==> config.mk <==
export PLATFORM = sky130hd
export DESIGN_NAME = stream_id_length_deframer_core
export DESIGN_NICKNAME = d
export VERILOG_FILES = /design/src/rtl/sild_pkg.sv /design/src/rtl/stream_id_length_deframer_core.sv /design/src/rtl/sild_in_reg.sv /design/src/rtl/sild_parse.sv /design/src/rtl/sild_out_reg.sv
export SDC_FILE = /design/constraint.sdc
export NUM_CORES = 1
export LEC_CHECK = 0
export ABC_AREA = 1
export BUFFER_PORTS_ARGS = -buffer_cell sky130_fd_sc_hd__buf_4
export CAP_MARGIN = 5
export CELL_PAD_IN_SITES_DETAIL_PLACEMENT = 0
export CELL_PAD_IN_SITES_GLOBAL_PLACEMENT = 1
export CORE_MARGIN = 3
export CORE_UTILIZATION = 43
export CTS_BUF_LIST = sky130_fd_sc_hd__clkbuf_4
export DETAILED_ROUTE_END_ITERATION = 10
export PLACE_DENSITY_LB_ADDON = 0.08
export SLEW_MARGIN = 5
export SYNTH_ARGS = -nofsm -noshare
export SYNTH_HDL_FRONTEND = slang
export SYNTH_SLANG_ARGS = --single-unit
==> constraint.sdc <==
create_clock -name clk -period 3.8 [get_ports clk]
set_clock_uncertainty 0.1 [all_clocks]
set_input_delay 0.19 -clock clk [delete_from_list [all_inputs] [get_ports clk]]
set_output_delay 0.19 -clock clk [all_outputs]
set_load 0.02 [all_outputs]
==> src/rtl/sild_pkg.sv <==
// Shared types and constants for the stream id / length deframer.
// No dependencies; imported by the core, the parser and the output register.
package sild_pkg;

  // Header layout: 32-bit stream id then 32-bit payload length, big-endian
  localparam int unsigned HDR_BYTES   = 8;
  localparam int unsigned ID_BYTES    = 4;
  localparam int unsigned CNT_W       = $clog2(HDR_BYTES);
  localparam int unsigned SHIFT_W     = (HDR_BYTES - 1) * 8;
  localparam int unsigned SID_W       = ID_BYTES * 8;
  localparam int unsigned LEN_W       = (HDR_BYTES - ID_BYTES) * 8;
  localparam logic [CNT_W-1:0] LAST_HDR_IDX = CNT_W'(HDR_BYTES - 1);

  // One result item as it travels from the parser to the output register
  typedef struct packed {
    logic [SID_W-1:0] stream_id;
    logic [7:0]       payload_byte;
    logic             last;
    logic             empty_res;
  } sild_res_t;

endpackage

==> src/rtl/stream_id_length_deframer_core.sv <==
// Length-prefixed frame deframer. Takes one transport byte per transfer and
// splits the stream into frames of an 8-byte big-endian header (32-bit stream
// id, 32-bit length) and payload. Every payload byte comes out tagged with its
// stream id, the final one marked last; a zero-length frame gives one result
// marked empty. No resync: any 8 bytes are taken as a header. Throughput is one
// byte per cycle while out_ready stays high; a byte's result passes the input
// register and then the output register around the combinational parser, and
// waits in the output register until out_ready takes it.
// Depends on sild_pkg, sild_in_reg, sild_parse and sild_out_reg.
module stream_id_length_deframer_core
  import sild_pkg::*;
(
  input  logic             clk,
  input  logic             rst_n,
  input  logic             in_valid,
  output logic             in_ready,
  input  logic [7:0]       in_data_byte,
  output logic             out_valid,
  input  logic             out_ready,
  output logic [SID_W-1:0] out_stream_id,
  output logic [7:0]       out_payload_byte,
  output logic             out_last,
  output logic             out_empty_res
);

  logic      q_valid;
  logic [7:0] q_byte;
  logic      step;
  logic      room;
  logic      res_valid;
  sild_res_t res;
  sild_res_t out_res;

  // Parse a held byte whenever the output register can take its result
  assign step = q_valid && room;

  sild_in_reg u_in (
    .clk          (clk),
    .rst_n        (rst_n),
    .in_valid     (in_valid),
    .in_ready     (in_ready),
    .in_data_byte (in_data_byte),
    .q_valid      (q_valid),
    .q_byte       (q_byte),
    .q_take       (step)
  );

  sild_parse u_parse (
    .clk       (clk),
    .rst_n     (rst_n),
    .step      (step),
    .data_byte (q_byte),
    .res_valid (res_valid),
    .res       (res)
  );

  sild_out_reg u_out (
    .clk       (clk),
    .rst_n     (rst_n),
    .d_valid   (res_valid),
    .d_res     (res),
    .d_room    (room),
    .out_valid (out_valid),
    .out_ready (out_ready),
    .q_res     (out_res)
  );

  assign out_stream_id    = out_res.stream_id;
  assign out_payload_byte = out_res.payload_byte;
  assign out_last         = out_res.last;
  assign out_empty_res    = out_res.empty_res;

endmodule

==> src/rtl/sild_in_reg.sv <==
// Input register stage of the deframer: captures one transport byte per transfer.
// No package dependencies; instantiated by stream_id_length_deframer_core.
module sild_in_reg (
  input  logic       clk,
  input  logic       rst_n,
  input  logic       in_valid,
  output logic       in_ready,
  input  logic [7:0] in_data_byte,
  output logic       q_valid,
  output logic [7:0] q_byte,
  input  logic       q_take
);

  logic       valid_r, valid_nxt;
  logic [7:0] byte_r;
  logic       load;

  // Accept when empty or when the held byte leaves this cycle
  assign in_ready = !valid_r || q_take;
  assign load     = in_valid && in_ready;

  always_comb begin
    valid_nxt = valid_r;
    if (load) begin
      valid_nxt = 1'b1;
    end else if (q_take) begin
      valid_nxt = 1'b0;
    end
  end

  always_ff @(posedge clk) begin
    if (!rst_n) begin
      valid_r <= 1'b0;
    end else begin
      valid_r <= valid_nxt;
    end
  end

  // Hold payload; no reset needed
  always_ff @(posedge clk) begin
    if (load) begin
      byte_r <= in_data_byte;
    end
  end

  assign q_valid = valid_r;
  assign q_byte  = byte_r;

endmodule

==> src/rtl/sild_parse.sv <==
// Frame parser: header collection, payload countdown and result forming.
// Depends on sild_pkg for header layout constants and the result struct.
module sild_parse
  import sild_pkg::*;
(
  input  logic       clk,
  input  logic       rst_n,
  input  logic       step,
  input  logic [7:0] data_byte,
  output logic       res_valid,
  output sild_res_t  res
);

  logic               in_payload_r, in_payload_nxt;
  logic [CNT_W-1:0]   hdr_cnt_r, hdr_cnt_nxt;
  logic [SHIFT_W-1:0] hdr_shift_r, hdr_shift_nxt;
  logic [LEN_W-1:0]   bytes_left_r, bytes_left_nxt;
  logic [SID_W-1:0]   cur_sid_r, cur_sid_nxt;
  logic [SID_W-1:0]   hdr_sid;
  logic [LEN_W-1:0]   hdr_len;
  logic [LEN_W-1:0]   left_dec;

  // Header fields as seen with the eighth byte joined in
  assign hdr_sid  = hdr_shift_r[SHIFT_W-1 -: SID_W];
  assign hdr_len  = {hdr_shift_r[LEN_W-9:0], data_byte};
  assign left_dec = (bytes_left_r != '0) ? bytes_left_r - LEN_W'(1) : bytes_left_r;

  // Advance state and form the result for one byte
  always_comb begin
    in_payload_nxt = in_payload_r;
    hdr_cnt_nxt    = hdr_cnt_r;
    hdr_shift_nxt  = hdr_shift_r;
    bytes_left_nxt = bytes_left_r;
    cur_sid_nxt    = cur_sid_r;
    res_valid      = 1'b0;
    res            = '0;
    if (step) begin
      if (in_payload_r) begin
        res_valid        = 1'b1;
        res.stream_id    = cur_sid_r;
        res.payload_byte = data_byte;
        res.last         = (bytes_left_r <= LEN_W'(1));
        bytes_left_nxt   = left_dec;
        if (left_dec == '0) begin
          in_payload_nxt = 1'b0;
          hdr_cnt_nxt    = '0;
        end
      end else if (hdr_cnt_r == LAST_HDR_IDX) begin
        hdr_cnt_nxt = '0;
        cur_sid_nxt = hdr_sid;
        if (hdr_len == '0) begin
          res_valid     = 1'b1;
          res.stream_id = hdr_sid;
          res.last      = 1'b1;
          res.empty_res = 1'b1;
        end else begin
          bytes_left_nxt = hdr_len;
          in_payload_nxt = 1'b1;
        end
      end else begin
        hdr_shift_nxt = {hdr_shift_r[SHIFT_W-9:0], data_byte};
        hdr_cnt_nxt   = hdr_cnt_r + CNT_W'(1);
      end
    end
  end

  always_ff @(posedge clk) begin
    if (!rst_n) begin
      in_payload_r <= 1'b0;
      hdr_cnt_r    <= '0;
      bytes_left_r <= '0;
      cur_sid_r    <= '0;
    end else begin
      in_payload_r <= in_payload_nxt;
      hdr_cnt_r    <= hdr_cnt_nxt;
      bytes_left_r <= bytes_left_nxt;
      cur_sid_r    <= cur_sid_nxt;
    end
  end

  // Header bytes are fully overwritten before use; no reset needed
  always_ff @(posedge clk) begin
    hdr_shift_r <= hdr_shift_nxt;
  end

endmodule

==> src/rtl/sild_out_reg.sv <==
// Output register of the deframer: holds one result until its transfer.
// Depends on sild_pkg for the result struct.
module sild_out_reg
  import sild_pkg::*;
(
  input  logic      clk,
  input  logic      rst_n,
  input  logic      d_valid,
  input  sild_res_t d_res,
  output logic      d_room,
  output logic      out_valid,
  input  logic      out_ready,
  output sild_res_t q_res
);

  logic      valid_r, valid_nxt;
  sild_res_t res_r;

  // Room when empty or when the held result transfers this cycle
  assign d_room = !valid_r || out_ready;

  always_comb begin
    valid_nxt = valid_r;
    if (d_room) begin
      valid_nxt = d_valid;
    end
  end

  always_ff @(posedge clk) begin
    if (!rst_n) begin
      valid_r <= 1'b0;
    end else begin
      valid_r <= valid_nxt;
    end
  end

  always_ff @(posedge clk) begin
    if (d_room && d_valid) begin
      res_r <= d_res;
    end
  end

  assign out_valid = valid_r;
  assign q_res     = res_r;

endmodule
## Word level (Yosys, flattened, before mapping)

Index checks and enable logic that the tools add are counted.

- Bitwise logic cells: 3
- Add/subtract/negate cells: 2
- Mux-type cells: 23
- Reductions and logical operators: 18
- $lt $le $gt $ge: 1
- Equal/unequal tests: 3

Operators with widths:

| operator | number |
|---|---|
| $mux 32 | 7 |
| $logic_not 32->1 | 2 |
| $le 32x1->1 const B | 1 |
| $reduce_bool 32->1 | 1 |
| $sub 32x1->32 const B | 1 |
| $mux 1 | 11 |
| $mux 3 | 3 |
| $reduce_and 3->1 | 3 |
| $mux 2 | 2 |
| $reduce_and 2->1 | 2 |
| $reduce_bool 2->1 | 2 |
| $add 3x1->3 const B | 1 |
| $eq 3x3->1 const B | 1 |
| $logic_and 1x1->1 | 3 |
| $not 1->1 | 3 |
| $reduce_or 3->1 | 1 |
| $logic_not 1->1 | 2 |
| $logic_or 1x1->1 | 2 |
| $ne 2x1->1 const B | 1 |
| $ne 2x2->1 const B | 1 |

- Bits of input ports: 12
- Output and inout bits: 44
- Bits in registers: 176
- Word-level logic and storage cells: 62

## Longest topological paths before layout

- Depth in word-level cells: 6
- Gate-level depth with buffers: 18
- Gate-level depth less buffers: 17

## Modules after synthesis

From an unflattened synthesis, not the netlist that was laid out.

- Cell total of the unflattened synthesis: 801
- Area total of the unflattened synthesis: 7661.1 µm²

By module, submodules not included:

| module | cells an instance | area an instance (µm²) | instances | sequential area each (µm²) |
|---|---|---|---|---|
| sild_parse | 735 | 6049.6 | 1 | 3042.9 |
| sild_out_reg | 49 | 1312.5 | 1 | 1281.2 |
| sild_in_reg | 15 | 291.5 | 1 | 260.2 |
| stream_id_length_deframer_core | 2 | 7.5 | 1 | 0.0 |

## Worst setup path after synthesis

No wires, ideal clock.

- Kind: register -> register
- Start: register u_out.valid_r (netlist: u_out.out_valid)
- End: register u_parse.hdr_shift_r[0], enable pin
- Setup time: 0.473 ns
- Slack: -0.078 ns
- Cell stages (with the launch flop): 8
- Period minus slack after synthesis: 3.878 ns
- Arrival: 3.305 ns
- Path buffers: 0
- Data required time: 3.227 ns
- Cells stage by stage: dfxtp_1 nand2_1 inv_1 nor2_1 inv_1 nor2_1 inv_1 nor2_1

- Word-level cells in the longest chain between the ends: 4

Ends and longest elaborated chain:

| what | line | source |
|---|---|---|
| start, declared | sild_out_reg.sv:16 | `logic valid_r, valid_nxt;` |
| start signal, assigned | sild_out_reg.sv:33 | `valid_r <= valid_nxt;` |
| $logic_not 1->1 | sild_out_reg.sv:20 | `assign d_room = !valid_r \|\| out_ready;` |
| $logic_or 1x1->1 | sild_out_reg.sv:20 |  |
| $logic_and 1x1->1 | stream_id_length_deframer_core.sv:35 | `assign step = q_valid && room;` |
| $reduce_and 3->1 (no line) | -- |  |
| end signal, assigned | sild_parse.sv:83 | `hdr_shift_r <= hdr_shift_nxt;` |
| end, declared | sild_parse.sv:16 | `logic [SHIFT_W-1:0] hdr_shift_r, hdr_shift_nxt;` |

Every way passes these cells.
A chain may end at the register's enable or synchronous reset.

## Worst setup path after layout

- Start: register u_parse.bytes_left_r[0]
- End: register u_parse.hdr_cnt_r[0]

- Word-level cells in the longest chain between the ends: 5
- Elaborated cells on any way between the ends: 6
- Classes of those cells: 1 x add/sub; 1 x eq/ne; 1 x mux; 3 x reduce/logical

Ends and longest elaborated chain:

| what | line | source |
|---|---|---|
| start, declared | sild_parse.sv:17 | `logic [LEN_W-1:0] bytes_left_r, bytes_left_nxt;` |
| start signal, assigned | sild_parse.sv:76 | `bytes_left_r <= bytes_left_nxt;` |
| $sub 32x1->32 / $reduce_bool 32->1 (equally long branches) | sild_parse.sv:26 | `assign left_dec = (bytes_left_r != '0) ? bytes_left_r - LEN_W'(1) : bytes_left_r;` |
| $mux 32 (*) | sild_parse.sv:26 |  |
| $logic_not 32->1 (*) | sild_parse.sv:44 | `if (left_dec == '0) begin` |
| $ne 2x2->1 (no line) (*) | -- |  |
| $reduce_and 2->1 (no line) (*) | -- |  |
| end signal, assigned | sild_parse.sv:75 | `hdr_cnt_r <= hdr_cnt_nxt;` |
| end, declared | sild_parse.sv:15 | `logic [CNT_W-1:0] hdr_cnt_r, hdr_cnt_nxt;` |

Every way passes the cells marked *; elsewhere a longest branch is shown, timed or not.

==> flow_summary.yaml <==
status:
  status: "completed"
sta:
  period_minus_slack_ns: 2.75
  worst_pin_slew_ns: 1.06
  tns_ns: 0
  maxSlewViolCount: 0
  max-slew-margin-rel_pct: 29.0
  finalHoldViolCount: 0
  setup-violations-final: 0
  rsz0062_at_grt: "no"
  fmax_mhz: 363
  fin_ws_ns: 1.05
  holdWs_ns: 0.0666
  fin_crit_sh_pct: 72.5
place:
  gp_congestion: 1.00
  dp_hpwl_um: 13400
  place_ws_ns: 1.07
  placedCellCount: 1097
  port_buffers: 55
  postPlaceCellArea_um2: 8320
worst_setup_path:
  end_kind: "flop"
  arrival_ns: 3.13
  crit_path_start_kind: "flop"
  crit_fanout: 7
  worstPathRequired_ns: 4.17
  criticalPathCategory: "flop to flop"
yosys:
  ys_seq_area_share_pct: 59.5
  synthMuxAreaShare_pct: 0
  synth-xor-area-share_pct: 1.59
  synth.avg_cell_area_um2: 9.10
  netlist_area_um2: 7700
  ys_top_cells_by_count: "160 x nand2_1, 106 x edfxtp_1, 106 x o21ai_0"
  synth_top_family_by_area: "simple AND/OR/NAND/NOR gates"
  synth.largest_area_cell: "edfxtp_1"
  async_flop_share_pct: 0
  syn_inst: 846
  syn_nets: 863
  synth_area_leaders: "edfxtp_1 41%, dfxtp_1 18%, nand2_1 7.8%, o21ai_0 6.9%, a21oi_1 5.3%"
  synth_edf_count: 106
  synth-main-ff-cell: "edfxtp_1"
  synthSimpleGateAreaFrac_pct: 17.9
  yosysTopAreaCellShare_pct: 41.3
  synthAdderAreaFrac_pct: 0.813
  synth_most_common_cell: "nand2_1"
  synth_compound_area_share_pct: 14.2
  synth_cell_types: 32
  ys.warnings.count: 0
  ys_ff_latch: 176
job:
  maxCapViolCount: 0
pwr:
  p_seq_share_pct: 63.8
  combPwrFrac_pct: 2.0
  internal_power_uw: 2480
  netSwitchingFraction_pct: 23.7
  p_sw_uw: 770
  clkPwrFrac_pct: 34.1
  irDropWorstVdd_mv: 0.196
  powerDensity_nw_per_um2: 373
  leakagePower_uw: 0.00359
grt:
  grt_first_pass_wirelength_um: 31300
  grt-busiest-layer: "met2"
  grt_max_degree: 65
  antenna_found_initial: 1
  grt.overflow.total: 0
  grtUsageMet1_pct: 26.6
  grtUsageTotal_pct: 20.2
  met3_usage_pct: 4.26
  grtUsageMet2_pct: 33.0
  grt_pass1_vias: 5730
floorplanning:
  die-area_um2: 19500
  initial_core_util_pct: 44.2
  io_pins: 56
  rows: 48
  coreArea_um2: 17400
  die_h_um: 140
  die_w_um: 140
clock_tree:
  post-cts-setup-buffers: 0
  cts_made_buffers: 17
  clockBufferDepth: 2
  cts_num_sinks: 176
  cts_max_level: 4
  cts_tree: "built"
  worstSkewPairLatency_ns: 0.56
  path_clk_slew_ns: 0.15
  clockRootBuffer: "clkbuf_4"
routing:
  dr.pass1.iters: 7
  antenna_left: 0
  drc: 0
  wl_per_cell_um: 17.3
  via_count: 6035
  wl_um: 19700
  viasPerCell: 5.28
  drt_iter0_markers: 449
min_path:
  hold_class: "input pin to flop"
layout:
  drive_gt1_share_pct: 13.1
  final_cells: 1142
  final_area_um2: 8730
  areaGrowthSynthToFinish_pct: 13.4
  final_net_count: 919
-- routing by layer --
layer / wire length [um] / vias to the layer above / share of wire, %
li1: - / 2984 / -
met1: 8560 / 2836 / 43
met2: 9590 / 183 / 49
met3: 1020 / 32 / 5.2
met4: 546 / 0 / 2.8
met5: 0 / - / 0
-- worst max-delay path, cell delays in order (launching register included) --
cell and delay, ns:
dfxtp_1 0.38, inv_2 0.12, ha_1 0.32, inv_1 0.11, nor2_2 0.27, nand2_1 0.20
o21ai_0 0.19, nand2_1 0.08, o21ai_0 0.25, nand2_1 0.10, nor2_2 0.17, nand4_2 0.15
nand2_1 0.09, nand2_1 0.05, nand2_1 0.05, inv_1 0.03
-- final timing paths --
path                                              start                       end  slack, ns  depth (start not counted)
worst max-delay path            u_parse.bytes_left_r[0]      u_parse.hdr_cnt_r[0]       1.05                         15
worst min-delay path                              rst_n  u_parse.bytes_left_r[18]       0.07                          3
worst max register to register  u_parse.bytes_left_r[0]      u_parse.hdr_cnt_r[0]       1.05                         15
worst min register to register    u_parse.cur_sid_r[28]     u_parse.cur_sid_r[28]       0.36                          2
-- registers in the layout (all words and copies together) (netlist names) --
name                  cells
u_parse.bytes_left_r     32
u_parse.hdr_shift_r      56
u_out.q_res              42
u_parse.cur_sid_r        32
u_in.q_byte               8
u_out.out_valid           1
u_parse.hdr_cnt_r         3
u_in.q_valid              1
u_parse.in_payload_r      1
-- cells by family after synthesis --
kind of cell / after synthesis
AOI/OAI and AO/OA: 210
xor gates and xnor gates: 14
adders and majority gates: 5
buffers and inverters: 120
DFF: 176
and+or+nand+nor: 321
-- final cells by class --
class,count,area [um2]
fillers,1686,8680
multi-input cells,550,2670
inverters,83,312
clock buffers,17,128
clock inverters,15,171
well taps,225,282
repair buffers,74,583
flip-flops and latches,176,4580
diodes,2,5.00
-- cell usage in the layout (no fill, tap or decap), types with 3 or more instances in the layout --
cell	synthesis	final
nand2_1	160	158
o21ai_0	106	106
edfxtp_1	106	106
nor2_1	93	91
a21oi_1	81	81
inv_1	79	79
dfxtp_1	70	70
buf_4	0	63
nand3_1	30	30
clkbuf_4	0	17
nand4_1	11	11
nor2_2	10	11
dlygate4sd3_1	0	11
a211oi_1	9	9
xnor2_1	8	8
nor4_1	7	7
nand2_2	4	6
o21ai_1	6	6
xor2_1	6	6
ha_1	5	5
inv_6	0	5
nor2_4	3	4
clkinv_1	2	3
a31oi_1	3	3
inv_8	0	3
-- stage by stage --
step / power, uW / utilization [%]
2_1_floorplan: 2140 / -
3_3_place_gp: 2180 / 47.8
3_5_place_dp: 2180 / 47.8
4_1_cts: 3290 / 50.1
5_1_grt: 3380 / 50.1
6_report: 3260 / 50.1
-- power by group through the flow --
stage	combinational, uW	clock, uW	sequential (uW)
after floorplan	35.2	0	2100
after global placement	55.4	0	2120
after detailed placement	57.7	0	2120
after CTS	66.7	1140	2080
after global routing	74.6	1230	2080
final	66.6	1110	2080
-- what timing repair did --
item	CTS	global route
gates resized for setup	0	0
hold endpoints to repair	10	0
endpoints found under the setup margin	0	0
hold buffers	11	0
No activity file was read; power rests on OpenSTA's default activity.
